`src/rtl/csq_pkg.sv`:
```
// ----------------------------------------------------------------------------
// csq_pkg: shared types and codes for the counting semaphore block
// Operation and status codes, register indexes, stream layouts, the
// controller state type and the command/status bundles.
// ----------------------------------------------------------------------------
package csq_pkg;

   // stream word widths (fields packed from bit 0 up, padded to bytes)
   localparam int REQ_TDATA_W = 40;
   localparam int RSP_TDATA_W = 32;

   localparam int FUNC_W   = 3;
   localparam int ID_W     = 8;
   localparam int PRIO_W   = 8;
   localparam int TMO_W    = 17;
   localparam int STATUS_W = 3;
   localparam int CNT_W    = 16;
   localparam int CSR_IDX_W  = 2;
   localparam int CSR_DATA_W = 16;

   // operation codes
   localparam logic [FUNC_W-1:0] FN_WAIT    = 3'd0;
   localparam logic [FUNC_W-1:0] FN_POLL    = 3'd1;
   localparam logic [FUNC_W-1:0] FN_TWAIT   = 3'd2;
   localparam logic [FUNC_W-1:0] FN_SIGNAL  = 3'd3;
   localparam logic [FUNC_W-1:0] FN_USIGNAL = 3'd4;

   // result status codes
   localparam logic [STATUS_W-1:0] ST_OK    = 3'd0;
   localparam logic [STATUS_W-1:0] ST_PAR   = 3'd1;
   localparam logic [STATUS_W-1:0] ST_TMOUT = 3'd2;
   localparam logic [STATUS_W-1:0] ST_OVR   = 3'd3;
   localparam logic [STATUS_W-1:0] ST_FULL  = 3'd4;

   // register indexes
   localparam logic [CSR_IDX_W-1:0] REG_INIT_COUNT = 2'd0;
   localparam logic [CSR_IDX_W-1:0] REG_MAX_COUNT  = 2'd1;
   localparam logic [CSR_IDX_W-1:0] REG_WAKE_ORDER = 2'd2;

   // controller states
   typedef enum logic [4:0] {
      S_IDLE   = 5'b00001,
      S_DECODE = 5'b00010,
      S_SCAN   = 5'b00100,
      S_SHIFT  = 5'b01000,
      S_OUT    = 5'b10000
   } csq_state_type;

   // controller -> datapath
   typedef struct packed {
      logic load;        // capture request word
      logic exec;        // run a non-waking operation
      logic scan_init;   // clear the selection scan
      logic scan_step;   // one scan step over the wait queue
      logic shift_init;  // start closing the gap at the picked entry
      logic shift_step;  // move one entry down
      logic wake_done;   // drop one waiter and record the woken task
      logic emit;        // load the response register
   } csq_cmd_type;

   // datapath -> controller
   typedef struct packed {
      logic wake_needed; // signal with at least one waiter
      logic scan_done;
      logic shift_done;
      logic rsp_busy;    // response register still holds an untaken word
   } csq_stat_type;

endpackage

```
`src/rtl/csq_ctrl.sv`:
```
// ----------------------------------------------------------------------------
// csq_ctrl: operation sequencer
// Accepts one request word at a time and steps the datapath through
// decode, waiter selection, queue compaction and response hand-off.
// ----------------------------------------------------------------------------
module csq_ctrl (
   input  logic                  clock,
   input  logic                  reset,
   input  logic                  req_tvalid,
   output logic                  req_tready,
   input  csq_pkg::csq_stat_type stat,
   output csq_pkg::csq_cmd_type  cmd
);
   import csq_pkg::*;

   csq_state_type state_ff, state_in;

   // next state and commands
   always_comb begin
      state_in   = state_ff;
      cmd        = '0;
      req_tready = 1'b0;
      case (state_ff)
         S_IDLE: begin
            // no word is taken while reset is held
            req_tready = !reset;
            if (req_tvalid && !reset) begin
               cmd.load = 1'b1;
               state_in = S_DECODE;
            end
         end
         S_DECODE: begin
            if (stat.wake_needed) begin
               cmd.scan_init = 1'b1;
               state_in      = S_SCAN;
            end else begin
               cmd.exec = 1'b1;
               state_in = S_OUT;
            end
         end
         S_SCAN: begin
            if (stat.scan_done) begin
               cmd.shift_init = 1'b1;
               state_in       = S_SHIFT;
            end else begin
               cmd.scan_step = 1'b1;
            end
         end
         S_SHIFT: begin
            cmd.shift_step = 1'b1;
            if (stat.shift_done) begin
               cmd.wake_done = 1'b1;
               state_in      = S_OUT;
            end
         end
         S_OUT: begin
            if (!stat.rsp_busy) begin
               cmd.emit = 1'b1;
               state_in = S_IDLE;
            end
         end
         default: begin
            state_in = S_IDLE;
         end
      endcase
   end

   always_ff @(posedge clock) begin
      if (reset) begin
         state_ff <= S_IDLE;
      end else begin
         state_ff <= state_in;
      end
   end

endmodule

```
`src/rtl/csq_dp.sv`:
```
// ----------------------------------------------------------------------------
// csq_dp: semaphore datapath
// Holds the count, the settings, the wait queue memories, the selection
// scan, queue compaction and the response register.
// ----------------------------------------------------------------------------
module csq_dp #(
   parameter int WAIT_DEPTH = 16,
   parameter int COUNT_BITS = 16
) (
   input  logic                                 clock,
   input  logic                                 reset,
   input  logic                                 csr_we,
   input  logic [csq_pkg::CSR_IDX_W-1:0]        csr_index,
   input  logic [csq_pkg::CSR_DATA_W-1:0]       csr_wdata,
   input  logic [csq_pkg::REQ_TDATA_W-1:0]      req_tdata,
   output logic                                 rsp_tvalid,
   input  logic                                 rsp_tready,
   output logic [csq_pkg::RSP_TDATA_W-1:0]      rsp_tdata,
   input  csq_pkg::csq_cmd_type                 cmd,
   output csq_pkg::csq_stat_type                stat
);
   import csq_pkg::*;

   localparam int AW = (WAIT_DEPTH > 1) ? $clog2(WAIT_DEPTH) : 1;
   localparam int TW = $clog2(WAIT_DEPTH + 1);
   localparam int WW = TW + 1;
   localparam logic [COUNT_BITS-1:0] CNT_ONES = '1;

   // settings and state
   logic [CNT_W-1:0]      max_ff;
   logic                  order_ff;
   logic [COUNT_BITS-1:0] count_ff, count_in;
   logic [TW-1:0]         total_ff;

   // captured request
   logic [FUNC_W-1:0]     func_ff;
   logic [ID_W-1:0]       id_ff;
   logic [PRIO_W-1:0]     prio_ff;
   logic signed [TMO_W-1:0] tmo_ff;

   // wait queue
   logic [ID_W-1:0]   id_mem   [WAIT_DEPTH];
   logic [PRIO_W-1:0] prio_mem [WAIT_DEPTH];
   logic [WW-1:0]     rd_addr_wide;
   logic [AW-1:0]     rd_addr;
   logic [ID_W-1:0]   rd_id_ff;
   logic [PRIO_W-1:0] rd_prio_ff;
   logic              mem_we;
   logic [AW-1:0]     mem_wa;
   logic [ID_W-1:0]   mem_wid;
   logic [PRIO_W-1:0] mem_wprio;

   // scan and compaction
   logic [TW-1:0]     idx_ff;
   logic              chk_ff;
   logic [AW-1:0]     chk_idx_ff;
   logic [AW-1:0]     pick_ff;
   logic [ID_W-1:0]   best_id_ff;
   logic [PRIO_W-1:0] best_prio_ff;
   logic [TW-1:0]     limit;
   logic              scan_issue;
   logic              shift_more;

   // result fields waiting for the response register
   logic [STATUS_W-1:0] res_status_ff;
   logic                res_gr_ff, res_enq_ff, res_wv_ff;
   logic [ID_W-1:0]     res_wt_ff;

   // response register
   logic                rsp_valid_ff;
   logic [STATUS_W-1:0] out_status_ff;
   logic                out_gr_ff, out_enq_ff, out_wv_ff;
   logic [ID_W-1:0]     out_wt_ff;
   logic [CNT_W-1:0]    out_cnt_ff;

   // non-waking operation results
   logic [31:0]         cnt32, max32, ones32;
   logic                try_take, may_queue;
   logic [STATUS_W-1:0] ex_status;
   logic                ex_gr, ex_enq;
   logic [COUNT_BITS-1:0] ex_count;

   assign cnt32  = 32'(count_ff);
   assign max32  = 32'(max_ff);
   assign ones32 = 32'(CNT_ONES);

   always_comb begin
      try_take  = 1'b0;
      may_queue = 1'b0;
      ex_status = ST_OK;
      ex_gr     = 1'b0;
      ex_enq    = 1'b0;
      ex_count  = count_ff;
      case (func_ff)
         FN_WAIT: begin
            try_take  = 1'b1;
            may_queue = 1'b1;
         end
         FN_POLL: begin
            try_take = 1'b1;
         end
         FN_TWAIT: begin
            if (tmo_ff < -17'sd1) begin
               ex_status = ST_PAR;
            end else begin
               try_take  = 1'b1;
               may_queue = (tmo_ff != 17'sd0);
            end
         end
         FN_SIGNAL: begin
            if ((cnt32 == 32'd0 || cnt32 < max32) && cnt32 < ones32) begin
               ex_count = count_ff + COUNT_BITS'(1);
            end else begin
               ex_status = ST_OVR;
            end
         end
         FN_USIGNAL: begin
            if (cnt32 < ones32) begin
               ex_count = count_ff + COUNT_BITS'(1);
            end
         end
         default: begin
            ex_status = ST_PAR;
         end
      endcase
      if (try_take) begin
         if (count_ff != '0) begin
            ex_count = count_ff - COUNT_BITS'(1);
            ex_gr    = 1'b1;
         end else if (!may_queue) begin
            ex_status = ST_TMOUT;
         end else if (total_ff >= TW'(WAIT_DEPTH)) begin
            ex_status = ST_FULL;
         end else begin
            ex_enq = 1'b1;
         end
      end
   end

   // scan runs over the whole queue in priority mode, only the head otherwise
   assign limit      = order_ff ? total_ff : TW'(1);
   assign scan_issue = (idx_ff < limit);
   assign shift_more = ((WW'(idx_ff) + WW'(1)) < WW'(total_ff));

   // read address: scan index, entry after the pick, or two ahead while shifting
   always_comb begin
      if (cmd.shift_init) begin
         rd_addr_wide = WW'(pick_ff) + WW'(1);
      end else if (cmd.shift_step) begin
         rd_addr_wide = WW'(idx_ff) + WW'(2);
      end else begin
         rd_addr_wide = WW'(idx_ff);
      end
      rd_addr = (rd_addr_wide < WW'(WAIT_DEPTH)) ? AW'(rd_addr_wide) : '0;
   end

   // single write port: enqueue or compaction move
   always_comb begin
      mem_we    = 1'b0;
      mem_wa    = AW'(total_ff);
      mem_wid   = id_ff;
      mem_wprio = prio_ff;
      if (cmd.exec && ex_enq) begin
         mem_we = 1'b1;
      end else if (cmd.shift_step && shift_more) begin
         mem_we    = 1'b1;
         mem_wa    = AW'(idx_ff);
         mem_wid   = rd_id_ff;
         mem_wprio = rd_prio_ff;
      end
   end

   // wait queue memories
   always_ff @(posedge clock) begin
      if (mem_we) begin
         id_mem[mem_wa]   <= mem_wid;
         prio_mem[mem_wa] <= mem_wprio;
      end
      rd_id_ff   <= id_mem[rd_addr];
      rd_prio_ff <= prio_mem[rd_addr];
   end

   // settings, count and queue fill
   always_ff @(posedge clock) begin
      if (reset) begin
         max_ff   <= CNT_W'(1);
         order_ff <= 1'b0;
         count_ff <= '0;
         total_ff <= '0;
      end else begin
         if (csr_we) begin
            case (csr_index)
               REG_INIT_COUNT: count_ff <= COUNT_BITS'(csr_wdata);
               REG_MAX_COUNT:  max_ff   <= csr_wdata;
               REG_WAKE_ORDER: order_ff <= csr_wdata[0];
               default: begin
               end
            endcase
         end
         if (cmd.exec) begin
            count_ff <= ex_count;
            if (ex_enq) begin
               total_ff <= total_ff + TW'(1);
            end
         end
         if (cmd.wake_done) begin
            total_ff <= total_ff - TW'(1);
         end
      end
   end

   // request capture
   always_ff @(posedge clock) begin
      if (cmd.load) begin
         func_ff <= req_tdata[2:0];
         id_ff   <= req_tdata[10:3];
         prio_ff <= req_tdata[18:11];
         tmo_ff  <= $signed(req_tdata[35:19]);
      end
   end

   // selection scan and compaction index
   always_ff @(posedge clock) begin
      if (reset) begin
         chk_ff <= 1'b0;
         idx_ff <= '0;
      end else begin
         if (cmd.scan_init) begin
            idx_ff <= '0;
            chk_ff <= 1'b0;
         end
         if (cmd.scan_step) begin
            chk_ff <= scan_issue;
            if (scan_issue) begin
               idx_ff <= idx_ff + TW'(1);
            end
         end
         if (cmd.shift_init) begin
            idx_ff <= TW'(pick_ff);
         end
         if (cmd.shift_step && shift_more) begin
            idx_ff <= idx_ff + TW'(1);
         end
      end
   end

   // best candidate so far; strict compare keeps the earliest on a tie
   always_ff @(posedge clock) begin
      if (cmd.scan_step) begin
         if (scan_issue) begin
            chk_idx_ff <= AW'(idx_ff);
         end
         if (chk_ff && (chk_idx_ff == '0 || rd_prio_ff < best_prio_ff)) begin
            best_prio_ff <= rd_prio_ff;
            best_id_ff   <= rd_id_ff;
            pick_ff      <= chk_idx_ff;
         end
      end
   end

   // result fields
   always_ff @(posedge clock) begin
      if (cmd.exec) begin
         res_status_ff <= ex_status;
         res_gr_ff     <= ex_gr;
         res_enq_ff    <= ex_enq;
         res_wv_ff     <= 1'b0;
         res_wt_ff     <= '0;
      end
      if (cmd.wake_done) begin
         res_status_ff <= ST_OK;
         res_gr_ff     <= 1'b0;
         res_enq_ff    <= 1'b0;
         res_wv_ff     <= 1'b1;
         res_wt_ff     <= best_id_ff;
      end
   end

   // response register
   always_ff @(posedge clock) begin
      if (reset) begin
         rsp_valid_ff <= 1'b0;
      end else if (cmd.emit) begin
         rsp_valid_ff <= 1'b1;
      end else if (rsp_tready) begin
         rsp_valid_ff <= 1'b0;
      end
   end

   always_ff @(posedge clock) begin
      if (cmd.emit) begin
         out_status_ff <= res_status_ff;
         out_gr_ff     <= res_gr_ff;
         out_enq_ff    <= res_enq_ff;
         out_wv_ff     <= res_wv_ff;
         out_wt_ff     <= res_wt_ff;
         out_cnt_ff    <= CNT_W'(count_ff);
      end
   end

   assign rsp_tvalid = rsp_valid_ff;
   assign rsp_tdata  = {2'b00, out_cnt_ff, out_wt_ff, out_wv_ff, out_enq_ff,
                        out_gr_ff, out_status_ff};

   // status to the sequencer
   assign stat.wake_needed = (func_ff == FN_SIGNAL || func_ff == FN_USIGNAL) &&
                             (total_ff != '0);
   assign stat.scan_done   = !scan_issue && !chk_ff;
   assign stat.shift_done  = !shift_more;
   assign stat.rsp_busy    = rsp_valid_ff && !rsp_tready;

endmodule

```
`src/rtl/counting_semaphore_wait_queue_top.sv`:
```
// ----------------------------------------------------------------------------
// counting_semaphore_wait_queue_top: counting semaphore with wait queue
// Keeps a count and a bounded queue of waiting tasks; waits take a unit or
// queue the caller, signals release the oldest or most urgent waiter or else add a unit.
// ----------------------------------------------------------------------------
//  channel | dir | handshake             | contents
//  req     | in  | req_tvalid/req_tready | one operation word
//  rsp     | out | rsp_tvalid/rsp_tready | one result word per operation
//  csr     | in  | csr_we                | register write, no read-back
//
// Wait, poll, timed wait and signals without waiters pass from decode
// straight to the response. A signal with waiters first scans the queue
// (only the head in arrival order, every entry in priority order) and then
// closes the gap behind the picked slot: the wait queue memory has one read
// and one write port, so the scan and the gap-closing move go one entry per
// cycle. Reset is synchronous, holds req_tready low and needs no clearing
// pass. A new word is accepted while the previous result waits on
// rsp_tready; a stalled response holds the sequencer.
// ----------------------------------------------------------------------------
module counting_semaphore_wait_queue_top #(
   parameter int WAIT_DEPTH = 16,
   parameter int COUNT_BITS = 16
) (
   input  logic                             clock,
   input  logic                             reset,
   // configuration
   input  logic                             csr_we,
   input  logic [csq_pkg::CSR_IDX_W-1:0]    csr_index,
   input  logic [csq_pkg::CSR_DATA_W-1:0]   csr_wdata,
   // request stream
   input  logic                             req_tvalid,
   output logic                             req_tready,
   // func[2:0], task_id[10:3], task_priority[18:11], timeout_ms[35:19]
   input  logic [csq_pkg::REQ_TDATA_W-1:0]  req_tdata,
   // response stream
   output logic                             rsp_tvalid,
   input  logic                             rsp_tready,
   // status[2:0], granted[3], enqueued[4], woken_valid[5], woken_task[13:6],
   // count_now[29:14]
   output logic [csq_pkg::RSP_TDATA_W-1:0]  rsp_tdata
);
   import csq_pkg::*;

   csq_cmd_type  cmd;
   csq_stat_type stat;

   csq_ctrl u_ctrl (
      .clock      (clock),
      .reset      (reset),
      .req_tvalid (req_tvalid),
      .req_tready (req_tready),
      .stat       (stat),
      .cmd        (cmd)
   );

   csq_dp #(
      .WAIT_DEPTH (WAIT_DEPTH),
      .COUNT_BITS (COUNT_BITS)
   ) u_dp (
      .clock      (clock),
      .reset      (reset),
      .csr_we     (csr_we),
      .csr_index  (csr_index),
      .csr_wdata  (csr_wdata),
      .req_tdata  (req_tdata),
      .rsp_tvalid (rsp_tvalid),
      .rsp_tready (rsp_tready),
      .rsp_tdata  (rsp_tdata),
      .cmd        (cmd),
      .stat       (stat)
   );

endmodule

```
`config.mk`:
```
export PLATFORM = sky130hd
export DESIGN_NAME = counting_semaphore_wait_queue_top
export DESIGN_NICKNAME = d
export VERILOG_FILES = /design/src/rtl/csq_pkg.sv /design/src/rtl/csq_ctrl.sv /design/src/rtl/csq_dp.sv /design/src/rtl/counting_semaphore_wait_queue_top.sv
export SDC_FILE = /design/constraint.sdc
export NUM_CORES = 1
export LEC_CHECK = 0
export BUFFER_PORTS_ARGS = -buffer_cell sky130_fd_sc_hd__buf_4
export CAP_MARGIN = 20
export CELL_PAD_IN_SITES_DETAIL_PLACEMENT = 1
export CELL_PAD_IN_SITES_GLOBAL_PLACEMENT = 2
export CORE_MARGIN = 2
export CORE_UTILIZATION = 46
export DETAILED_ROUTE_END_ITERATION = 8
export GPL_TIMING_DRIVEN = 0
export PLACE_DENSITY = 0.83
export REMOVE_ABC_BUFFERS = 1
export SLEW_MARGIN = 15
export SYNTH_ARGS = -nofsm -noshare
export SYNTH_HDL_FRONTEND = slang
export SYNTH_SLANG_ARGS = --single-unit
```
`constraint.sdc`:
```
create_clock -name clock -period 9.1 [get_ports clock]
set_input_delay 0.91 -clock clock [delete_from_list [all_inputs] [get_ports clock]]
set_output_delay 0.91 -clock clock [all_outputs]
set_load 0.01 [all_outputs]
```
== Word level (Yosys, flattened, before mapping) ==
Memory sizes are Yosys's and may differ from the RTL's. A register that Yosys moved wholly into a read port is not among the register bits.
Cells that the tools add are included.
Storage, ports and cells
  flip-flop bits (word level): 154
  bits in latches: 0
  RAM bits: 256
  memory bits (read-only): 0
  bits of input ports: 63
  output and inout port bits: 34
  word-level logic and storage cells: 169
  memories: 2
Memory list
  u_dp.id_mem: words 16, width 8, rd ports 1, clocked after Yosys merged registers in 1, write ports 1, line csq_dp.sv:42  | logic [ID_W-1:0] id_mem [WAIT_DEPTH];
  u_dp.prio_mem: words 16, width 8, rd ports 1, clocked after Yosys merged registers in 1, write ports 1, line csq_dp.sv:43  | logic [PRIO_W-1:0] prio_mem [WAIT_DEPTH];
Operators by class
  $add $sub $neg: 8
  $mul: 0
  divide/modulo/power cells: 0
  $lt $le $gt $ge: 8
  equal/unequal tests: 15
  shifts and indexed selects: 0
  muxes and demuxes: 72
  bitwise logic cells: 0
  reduce and logical (&&, ||, !) cells: 37
Operators with widths (number)
  $mux 16: 7
  $mux 5: 14
  $mux 8: 6
  $logic_not 32->1: 1
  $pmux 16 s2: 1
  $mux 1: 27
  $pmux 5 s5: 1
  $lt 17x1->1 const B: 1
  $reduce_bool 17->1: 1
  $add 16x1->16 const B: 1
  $lt 16x16->1: 1
  $lt 16x16->1 const B: 1
  $reduce_bool 16->1: 1
  $sub 16x1->16 const B: 1
  $mux 3: 4
  $mux 4: 3
  $mux 6: 2
  $reduce_and 2->1: 6
  $reduce_bool 2->1: 6
  $add 5x1->5 const B: 2
  $pmux 3 s3: 1
  $logic_and 1x1->1: 8
  $lt 8x8->1: 1
  $mux 2: 4
  other kinds (30): 39

== Longest topological paths before layout ==
Gate-level depths: netlist of the first run.
  depth after elaboration: 10
  mapped depth: 14
  gate-level depth less buffers: 13

== Hierarchy ==
From an unflattened synthesis of the first run, not the netlist that was laid out.
Second synthesis, totals
  cell total of the unflattened synthesis: 1535
  area total of the unflattened synthesis: 18338.8 um^2
By module, submodules not included
  csq_dp: instances 1, cells an instance 1492, area each 17966.0 um^2, sequential area each 11971.5 um^2
  csq_ctrl: instances 1, cells an instance 43, area each 372.9 um^2, sequential area each 100.1 um^2

== Worst setup path before layout of the first run ==
OpenSTA, ideal clock, no wires.
  path type: reg-to-reg
  from: reg u_dp.best_prio_ff[1]
  to: reg u_dp.best_id_ff[0], enable pin
  setup time: 0.454 ns
  data arrival time: 3.542 ns
  data required time: 8.646 ns
  slack: 5.104 ns
  cell stages (with the launch flop): 10
  path buffers: 0
  period minus slack after synthesis: 3.996 ns
  path through: edfxtp_1 > inv_1 > ha_1 > a21o_1 > a21o_1 > a21o_1 > a21o_1 > a21oi_1 > nor2b_1 > o41ai_1
Between the ends
  cells in the longest elaborated chain, start to end: 4
RTL lines
  start, declared: line csq_dp.sv:59  | logic [PRIO_W-1:0] best_prio_ff;
  start signal, assigned: line csq_dp.sv:254  | best_prio_ff <= rd_prio_ff;
  $lt 8x8->1: line csq_dp.sv:253  | if (chk_ff && (chk_idx_ff == '0 || rd_prio_ff < best_prio_ff)) begin
  $logic_or 1x1->1: line csq_dp.sv:253
  $logic_and 1x1->1: line csq_dp.sv:253
  $reduce_and 2->1 (no source line)
  end signal, assigned: line csq_dp.sv:255  | best_id_ff <= rd_id_ff;
  end, declared: line csq_dp.sv:58  | logic [ID_W-1:0] best_id_ff;
No other way between the ends.
A chain may end at the register's enable or synchronous reset.

== Worst setup path in the final report of the first run ==
  from: reg u_dp.idx_ff[1]
  to: mem u_dp.id_mem[14][4], enable pin
Between the ends
  cells in the longest elaborated chain, start to end: 7
  elaborated cells between the ends (all ways): 9
  classes of those cells: add/sub: 1; order compare: 1; mux: 6; reduce/logical: 1
RTL lines
  start, declared: line csq_dp.sv:54  | logic [TW-1:0] idx_ff;
  start signal, assigned: line csq_dp.sv:235  | idx_ff <= idx_ff + TW'(1);
  start signal, assigned: line csq_dp.sv:239  | idx_ff <= TW'(pick_ff);
  start signal, assigned: line csq_dp.sv:242  | idx_ff <= idx_ff + TW'(1);
  $add 5x1->6: line csq_dp.sv:143  | assign shift_more = ((WW'(idx_ff) + WW'(1)) < WW'(total_ff));
  $lt 6x5->1: line csq_dp.sv:143
  $logic_and 1x1->1: line csq_dp.sv:165  | end else if (cmd.shift_step && shift_more) begin
  $mux 1: line csq_dp.sv:165
  $mux 1: line csq_dp.sv:163  | if (cmd.exec && ex_enq) begin
  $mux 1: line csq_dp.sv:175  | if (mem_we) begin
  $mux 1 (implied by the code): line csq_dp.sv:176  | id_mem[mem_wa] <= mem_wid;
  end, declared: line csq_dp.sv:42
Parallel ways exist; a longest one is shown, timed or not.

==> results of run 1 <==
worst paths after layout:
path	to	slack, ns	cells past startpoint
worst max-delay path	u_dp.id_mem[14][4]$_DFFE_PP_	4.47	11
worst min-delay path	u_dp.out_wt_ff[6]$_DFFE_PP_	0.42	0
worst max register to register	u_dp.id_mem[14][4]$_DFFE_PP_	4.47	11
worst min register to register	u_dp.out_wt_ff[6]$_DFFE_PP_	0.42	0
Yosys cell counts (10+ instances only):
library cell and count:
nor2_1 71, nand4_1 16, a211oi_1 12, clkbuf_1 64, ha_1 38, a32oi_1 50
buf_2 13, a21oi_1 63, nand3_1 20, dfxtp_1 72, mux2i_1 33, o22a_1 17
o22ai_1 69, nand2_1 272, nor3_1 24, and2_1 14, o21ai_0 33, edfxtp_1 354
nand2b_1 10, inv_1 44, nor4_1 11, a31oi_1 11, a21o_1 10
state kept, by name, indices dropped and copies added, names as in the netlist, 16 cells and up:
name,count
u_dp.tmo_ff,17
u_dp.prio_mem,128
u_dp.out_cnt_ff,16
u_dp.id_mem,128
u_dp.max_ff,16
u_dp.count_ff,16
cell families (layout without fill, tap and decap cells):
logic type,Yosys count,count (layout)
AND/OR/NAND/NOR,485,485
flip-flops,426,426
AO/OA/AOI/OAI,326,326
buffers and inverters,129,250
adder cells (fa/ha/maj),39,39
multiplexers,36,36
XOR/XNOR,16,16
other,1,2
layer usage:
metal	track usage	routed length, µm	part of all wire	vias up
met5	0	0	0	-
met4	0.0861	1440	0.028	0
met3	0.0419	2590	0.050	102
met2	0.426	24900	0.48	376
met1	0.337	22500	0.44	6291
li1	-	-	-	5682
worst max-delay path, cell delays in order, from the launching register on:
cell and delay, ns:
dfxtp_1 0.67, ha_1 0.37, ha_1 0.28, a21boi_0 0.13
o21a_1 0.20, o21a_1 0.16, o21ai_0 0.41, nand3_2 0.48
buf_12 0.33, o21ai_0 0.41, and2_1 0.63, buf_16 0.23
power by group:
group	leakage, nW	switching, mW	internal (mW)	total (mW)
Clock	0.726	0.753	1.09	1.84
Combinational	2.94	0.443	0.253	0.696
Sequential	3.77	0.0777	2.25	2.33
area by class of cell:
cell class / instances / area (µm²)
fill: 3874 / 17300
tap: 518 / 648
multi-input combinational: 904 / 5650
sequential: 426 / 12100
clock inverter: 15 / 151
timing repair buffer: 122 / 1300
inverter: 44 / 165
clock buffer: 69 / 1330
per-stage QoR:
| step | area, µm² | setup slack, ns | std cells | hold WS [ns] | utilization |
|---|---|---|---|---|---|
| detailed placement | 19800 | 4.17 | 2011 | 0.406 | 0.511 |
| global route | 21300 | 4.19 | 2098 | 0.431 | 0.551 |
| global placement | 19000 | -1.02 | 1982 | 0.404 | 0.492 |
| finish | 21300 | 4.47 | 2098 | 0.419 | 0.551 |
| CTS | 21200 | 4.11 | 2095 | 0.420 | 0.550 |
| floorplan | 17700 | 2.62 | 1374 | 0.400 | - |
==> flow_summary.json, run 1 <==
{
  "outcome": "complete, no violations",
  "final_common_cell": "edfxtp_1",
  "clkLatencyLatePin_ns": 0.58,
  "ys_async_sr_fraction": 0,
  "leakagePower_nw": 7.44,
  "fin_tns_setup_ns": 0,
  "worst-setup-path-type": "reg2reg",
  "power.total_mw": 4.87,
  "via_count": 12500,
  "syn_area_mm2": 0.0180,
  "cts.clk_slew.worst_paths_ns": 0.06,
  "hp-start": "u_dp.res_wt_ff[6]$_SDFFCE_PN0P_",
  "htreeDepth": 2,
  "cts_buffers": 46,
  "fin_worst_skew_ns": 0.0187,
  "layout.nets": 1646,
  "crit_path_start": "u_dp.idx_ff[1]$_SDFF_PP0_",
  "end_kind": "flop",
  "cts_tree": "done",
  "cts.repair.resized": 0,
  "cts.sinks": 426,
  "hold_violations": 0,
  "ir_drop_mv": 0.176,
  "grtUsageTotal": 0.254,
  "viasPerCell": 5.93,
  "first_pass_iters": 5,
  "power_density_mw_per_mm2": 229,
  "fmaxAchievable_mhz": 216,
  "rows": 72,
  "finalCritPeriodShare": 0.509,
  "synth_area_per_cell_um2": 12.4,
  "synth-compound-area-share": 0.125,
  "synth_seq_area_share": 0.669,
  "synth-main-ff-cell": "edfxtp_1",
  "die_w_um": 202,
  "synthTopCellsByArea": "edfxtp_1 59%, dfxtp_1 8.0%, nand2_1 5.7%, ha_1 2.6%, a32oi_1 2.4%",
  "synth_warnings": 0,
  "tightest_slew_ns": 1.07,
  "layout_min_cycle_time_ns": 4.63,
  "drc": 0,
  "synth.distinct_cells": 68,
  "syn_inst": 1458,
  "hold_buffers": 0,
  "ant_nets": 0,
  "clockBufferDepth": 3,
  "hpwlAfterDp_mm": 32.3,
  "cp.required_ns": 9.38,
  "synth_edf_count": 354,
  "port_buffers": 90,
  "grt_pass1_wl_mm": 78.5,
  "yosysTopAreaCellShare": 0.589,
  "synth.area.mux_share": 0.0208,
  "layout-drive-gt1-share": 0.147,
  "ys_ff_latch": 426,
  "crit_arrival_ns": 4.91,
  "grt-ovfl-total": 0,
  "postCtsSetupRepairBufs": 0,
  "start_util": 0.467,
  "die_y_um": 202,
  "start_kind": "flop",
  "synth-adder-area-share": 0.0275,
  "dr.first_iter.drc_count": 867,
  "antenna_found_initial": 0,
  "routabilityCongestion": 0.871,
  "slew_headroom": 0.285,
  "core_mm2": 0.0386,
  "worst_hold_path_type": "reg2reg",
  "layout_common_cells": "354 x edfxtp_1, 272 x nand2_1, 93 x buf_4, 72 x dfxtp_1, 68 x o22ai_1",
  "antenna_cells": 0,
  "cts_root_buf": "clkbuf_16",
  "synthSimpleGateAreaFrac": 0.120,
  "cp_max_fo": 23,
  "grt_pass1_vias": 13200,
  "wl_per_cell_um": 24.5,
  "grt_max_degree": 50,
  "synth_top_family_by_area": "compound AO/OA/AOI/OAI gates",
  "maxCapViolations": 0,
  "synth-xor-area-share": 0.00777,
  "area.growth.synth_to_final_pct": 18.2,
  "synth_top_area_cell": "edfxtp_1",
  "setup_viol": 0,
  "num_io_pins": 97,
  "wl_mm": 51.4,
  "grt_setup_unrepaired": "no",
  "r2r_start": "u_dp.idx_ff[1]$_SDFF_PP0_",
  "drv_slew": 0,
  "die_area_mm2": 0.0408
}
(Power assumes the default switching activity.)
==> inputs of run 2 (changes only) <==
--- a/config.mk
+++ b/config.mk
@@ -10,10 +10,10 @@
 export CELL_PAD_IN_SITES_DETAIL_PLACEMENT = 1
 export CELL_PAD_IN_SITES_GLOBAL_PLACEMENT = 2
 export CORE_MARGIN = 2
-export CORE_UTILIZATION = 46
+export CORE_UTILIZATION = 42
 export DETAILED_ROUTE_END_ITERATION = 8
 export GPL_TIMING_DRIVEN = 0
-export PLACE_DENSITY = 0.83
+export PLACE_DENSITY = 0.77
 export REMOVE_ABC_BUFFERS = 1
 export SLEW_MARGIN = 15
 export SYNTH_ARGS = -nofsm -noshare
==> constraint.sdc (replaced) <==
create_clock -name clock -period 4.3 [get_ports clock]
set_input_delay 0.43 -clock clock [delete_from_list [all_inputs] [get_ports clock]]
set_output_delay 0.43 -clock clock [all_outputs]
set_load 0.01 [all_outputs]
==> flow_summary.json, run 2 (synthesis results as in run 1) <==
{
  "grt_max_degree": 50,
  "cp_max_fo": 28,
  "crit_arrival_ns": 4.43,
  "cts.sinks": 426,
  "layout.nets": 1695,
  "start_util": 0.428,
  "wl_mm": 53.5,
  "rows": 75,
  "tightest_slew_ns": 1.14,
  "fmaxAchievable_mhz": 242,
  "antenna_found_initial": 0,
  "fin_worst_skew_ns": 0.0172,
  "num_io_pins": 97,
  "intPower_mw": 7.62,
  "swShare": 0.269,
  "viasPerCell": 5.84,
  "antenna_cells": 0,
  "grtUsageTotal": 0.243,
  "n_fill_cell": 4265,
  "place_area_mm2": 0.0198,
  "p_comb_frac": 0.145,
  "pwr-share-seq": 0.473,
  "outcome": "complete, no violations",
  "via_count": 12700,
  "cts_root_buf": "clkbuf_16",
  "top_regs": "u_dp.id_mem (128), u_dp.prio_mem (128), u_dp.tmo_ff (17)",
  "first_pass_iters": 5,
  "maxCapViolations": 0,
  "port_buffers": 90,
  "grt_pass1_vias": 13300,
  "leakagePower_nw": 7.69,
  "dpl.cell_count": 2032,
  "core_mm2": 0.0421,
  "routabilityCongestion": 0.812,
  "cts_tree": "done",
  "clkLatencyLatePin_ns": 0.59,
  "clockBufferDepth": 3,
  "hold_ws_ns": 0.0377,
  "drv_slew": 0,
  "grt_pass1_wl_mm": 80.8,
  "final_common_cell": "edfxtp_1",
  "pre_cts_slack_ns": -0.622,
  "pwr-share-clk": 0.382,
  "area.growth.synth_to_final_pct": 22.1,
  "hpwlAfterDp_mm": 32.8,
  "cts_buffers": 46,
  "die_w_um": 211,
  "layout_min_cycle_time_ns": 4.14,
  "die_area_mm2": 0.0446,
  "htreeDepth": 2,
  "layout_common_cells": "354 x edfxtp_1, 272 x nand2_1, 96 x buf_4, 68 x o22ai_1, 68 x dfxtp_1",
  "layout-drive-gt1-share": 0.161,
  "grt-ovfl-total": 0,
  "drc": 0,
  "hold_violations": 0,
  "cts.clk_slew.worst_paths_ns": 0.06,
  "dr.first_iter.drc_count": 948,
  "ant_nets": 0,
  "end_kind": "flop",
  "setup_viol": 0,
  "switching_power_mw": 2.81,
  "finalCritPeriodShare": 0.962,
  "setup_slack_ns": 0.165,
  "finalNonFillerCells": 2169,
  "slew_headroom": 0.236,
  "worst-setup-path-type": "reg2reg",
  "wl_per_cell_um": 24.7,
  "fin_area_mm2": 0.0220,
  "start_kind": "flop",
  "power_density_mw_per_mm2": 473,
  "grt_setup_unrepaired": "no",
  "worst_hold_path_type": "in2reg",
  "ir_drop_mv": 0.340,
  "die_y_um": 211,
  "cp.required_ns": 4.60,
  "power.total_mw": 10.4
}
==> run 2: layout make-up <==
class                      instances  area [µm²]  area share
clock inverter                    19         225      0.0102
clock buffer                      66        1300      0.0588
sequential                       426       12100       0.548
tap                              539         674      0.0306
inverter                          44         165     0.00750
timing repair buffer             171        1870      0.0849
multi-input combinational        904        5720       0.260
==> run 2: worst paths after layout <==
kind | startpoint | endpoint | slack (ns) | cells after the start
setup reg to reg | u_dp.func_ff[1]$_DFFE_PP_ | u_dp.id_mem[0][4]$_DFFE_PP_ | 0.16 | 8
setup / recovery | u_dp.func_ff[1]$_DFFE_PP_ | u_dp.id_mem[0][4]$_DFFE_PP_ | 0.16 | 8
hold / removal | req_tdata[10] | u_dp.id_ff[7]$_DFFE_PP_ | 0.04 | 1
hold reg to reg | u_dp.res_wt_ff[1]$_SDFFCE_PN0P_ | u_dp.out_wt_ff[1]$_DFFE_PP_ | 0.42 | 0
==> run 2: per-stage QoR <==
| step | TNS [ns] | util |
|---|---|---|
| 5_1_grt | 0 | 0.523 |
| 4_1_cts | 0 | 0.521 |
| 3_5_place_dp | -59.22 | 0.470 |
| 3_3_place_gp | -638.31 | 0.452 |
| 6_report | 0 | 0.523 |
| 2_1_floorplan | -34.70 | - |
==> run 2: per-layer routing <==
layer  track usage  wire length [µm]  vias to the layer above
li1              -                 -                     5781
met1         0.313             22800                     6371
met2         0.413             26100                      413
met3        0.0358              2820                      107
met4        0.0940              1780                        0
met5             0                 0                        -
==> run 2: timing repair <==
action	in CTS	in global routing
buffers inserted	15	3
pin swaps	9	3
endpoints found under the setup margin	272	157
hold buffers	34	0
gates resized for setup	15	7
endpoints found under the hold margin	34	0
==> run 2: power by group through the flow <==
stage          Clock (mW)  Sequential, mW  Combinational, mW
5_1_grt              4.22            4.96               1.66
2_1_floorplan           0            4.97              0.863
4_1_cts              4.05            4.93               1.52
6_report             3.98            4.93               1.51
3_5_place_dp            0            5.01               1.47
3_3_place_gp            0            5.01               1.36
==> run 2: worst max-delay path: stages (launching register included) <==
cell and delay [ns]:
edfxtp_1 0.52, nand3b_1 0.29, a21boi_1 0.82, o21bai_4 0.44, a2111oi_4 0.54, and3_1 0.28, a31oi_1 0.31, nor2_4 0.42
buf_8 0.21
==> inputs of run 3 (changes only) <==
--- a/config.mk
+++ b/config.mk
@@ -13,7 +13,7 @@
 export CORE_UTILIZATION = 42
 export DETAILED_ROUTE_END_ITERATION = 8
 export GPL_TIMING_DRIVEN = 0
-export PLACE_DENSITY = 0.77
+export PLACE_DENSITY_LB_ADDON = 0.12
 export REMOVE_ABC_BUFFERS = 1
 export SLEW_MARGIN = 15
 export SYNTH_ARGS = -nofsm -noshare
==> flow_summary.json, run 3 (synthesis results as in run 1) <==
{
  "outcome": "complete, no violations",
  "cp.required_ns": 4.58,
  "cts.clk_slew.worst_paths_ns": 0.06,
  "dr.max_layer_used": "met4",
  "fin_worst_skew_ns": 0.0204,
  "maxCapViolations": 0,
  "die_y_um": 211,
  "setup_viol": 0,
  "end_kind": "flop",
  "layout_min_cycle_time_ns": 4.07,
  "antenna_cells": 0,
  "grt_pass1_wl_mm": 77.6,
  "slowest_delay_ns": 0.53,
  "dpl.cell_count": 2031,
  "critPathBufInv": 2,
  "cts.sinks": 426,
  "wl_mm": 51.4,
  "top_regs": "u_dp.id_mem (128), u_dp.prio_mem (128), u_dp.tmo_ff (17)",
  "cpLargestDelayFamily": "simple AND/OR/NAND/NOR gates",
  "routabilityCongestion": 0.787,
  "fmaxAchievable_mhz": 246,
  "setup_slack_ns": 0.231,
  "drc": 0,
  "crit_arrival_ns": 4.35,
  "start_kind": "flop",
  "final_core_util": 0.516,
  "clockBufferDepth": 3,
  "antenna_found_initial": 1,
  "met2WireLength_mm": 25.0,
  "htreeDepth": 2,
  "start_util": 0.428,
  "hold_violations": 0,
  "area.growth.synth_to_final_pct": 20.6,
  "wl_met3_mm": 2.27,
  "wl_per_cell_um": 23.9,
  "cts_root_buf": "clkbuf_16",
  "wl_met1_mm": 22.7,
  "ir_drop_mv": 0.355,
  "slowest_stage": "or4b_4",
  "grt-ovfl-total": 0,
  "dr.first_iter.drc_count": 736,
  "first_pass_iters": 5,
  "power_density_mw_per_mm2": 473,
  "rows": 75,
  "layout-drive-gt1-share": 0.161,
  "viasPerCell": 5.78,
  "worst-setup-path-type": "reg2reg",
  "drv_slew": 0,
  "hpwlAfterDp_mm": 32.6,
  "tightest_slew_ns": 1.17,
  "cts_buffers": 47,
  "worst_hold_path_type": "in2reg",
  "grtUsageTotal": 0.233,
  "core_mm2": 0.0421,
  "layout.nets": 1676,
  "num_io_pins": 97,
  "cp_max_fo": 10,
  "ant_nets": 0,
  "finalNonFillerCells": 2150,
  "fin_area_mm2": 0.0218,
  "slew_headroom": 0.216,
  "layout_common_cells": "354 x edfxtp_1, 272 x nand2_1, 101 x buf_4, 68 x o22ai_1, 68 x dfxtp_1",
  "cts_tree": "done",
  "grt_pass1_vias": 12800,
  "clkLatencyLatePin_ns": 0.59,
  "crit_chain": "inv_1 > ha_1 > or4b_4 > or3_1 > or3_4 > a2111oi_4 > and2_4 > nand3_1 > o21ai_1 > o21a_2 > buf_16",
  "place_area_mm2": 0.0198,
  "pre_cts_slack_ns": -0.575,
  "die_w_um": 211,
  "die_area_mm2": 0.0446,
  "port_buffers": 90,
  "leakagePower_nw": 7.60,
  "grt_max_degree": 50,
  "via_count": 12400,
  "finalCritPeriodShare": 0.946,
  "final_common_cell": "edfxtp_1",
  "grt_setup_unrepaired": "no"
}
run 3: cell count changes in the layout (fill, tap and decap cells not counted), sizes merged, moves of 2 or more:
cell	delta
bufinv	-2
clkbuf	+7
dlygate4sd3	-22
buf	+2
clkinvlp	-2
run 3: where the power goes:
part           total [mW]  internal (mW)  switching (mW)
registers            4.93           4.77           0.164
logic                1.48          0.550           0.932
clock network        3.88           2.27            1.61
run 3: final cells by class:
type,count,area [µm²]
Sequential cell,426,12100
Fill cell,4292,20400
Tap cell,539,674
Clock inverter,13,126
Timing Repair Buffer,151,1620
Inverter,44,165
Multi-Input combinational cell,904,5720
Clock buffer,73,1380
run 3: what timing repair did:
action	CTS	global route
buffers inserted	17	4
hold buffers	12	0
hold endpoints to repair	12	0
gates resized for setup	16	5
pin swaps	8	3
endpoints found under the setup margin	272	263
run 3: worst reg2reg max path, cell delays in order (launching register included):
cell	delay [ns]
dfxtp_1	0.37
inv_1	0.16
ha_1	0.24
or4b_4	0.53
or3_1	0.50
or3_4	0.40
a2111oi_4	0.35
and2_4	0.25
nand3_1	0.08
o21ai_1	0.25
o21a_2	0.44
buf_16	0.21
run 3: path summary, 6_finish.rpt:
path	end	slack, ns	start	depth (start not counted)
max	u_dp.id_mem[13][3]$_DFFE_PP_	0.23	u_dp.count_ff[0]$_SDFFE_PP0P_	11
min reg2reg	u_dp.out_wt_ff[6]$_DFFE_PP_	0.42	u_dp.res_wt_ff[6]$_SDFFCE_PN0P_	0
min	u_dp.id_ff[4]$_DFFE_PP_	0.03	req_tdata[7]	1
max reg2reg	u_dp.id_mem[13][3]$_DFFE_PP_	0.23	u_dp.count_ff[0]$_SDFFE_PP0P_	11
run 3: through the flow:
| stage | setup TNS [ns] | hold WS (ns) | total power [mW] |
|---|---|---|---|
| floorplan | -34.70 | 0.400 | 5.83 |
| global placement | -708.88 | 0.402 | 6.38 |
| detailed placement | -78.88 | 0.407 | 6.49 |
| CTS | 0 | 0.000306 | 10.4 |
| global route | 0 | 0.00470 | 10.7 |
| finish | 0 | 0.0293 | 10.3 |
run 3: per-layer routing:
metal | up-vias | global-route usage
li1 | 5741 | -
met1 | 6323 | 0.309
met2 | 291 | 0.394
met3 | 74 | 0.0324
met4 | 0 | 0.0792
met5 | - | 0
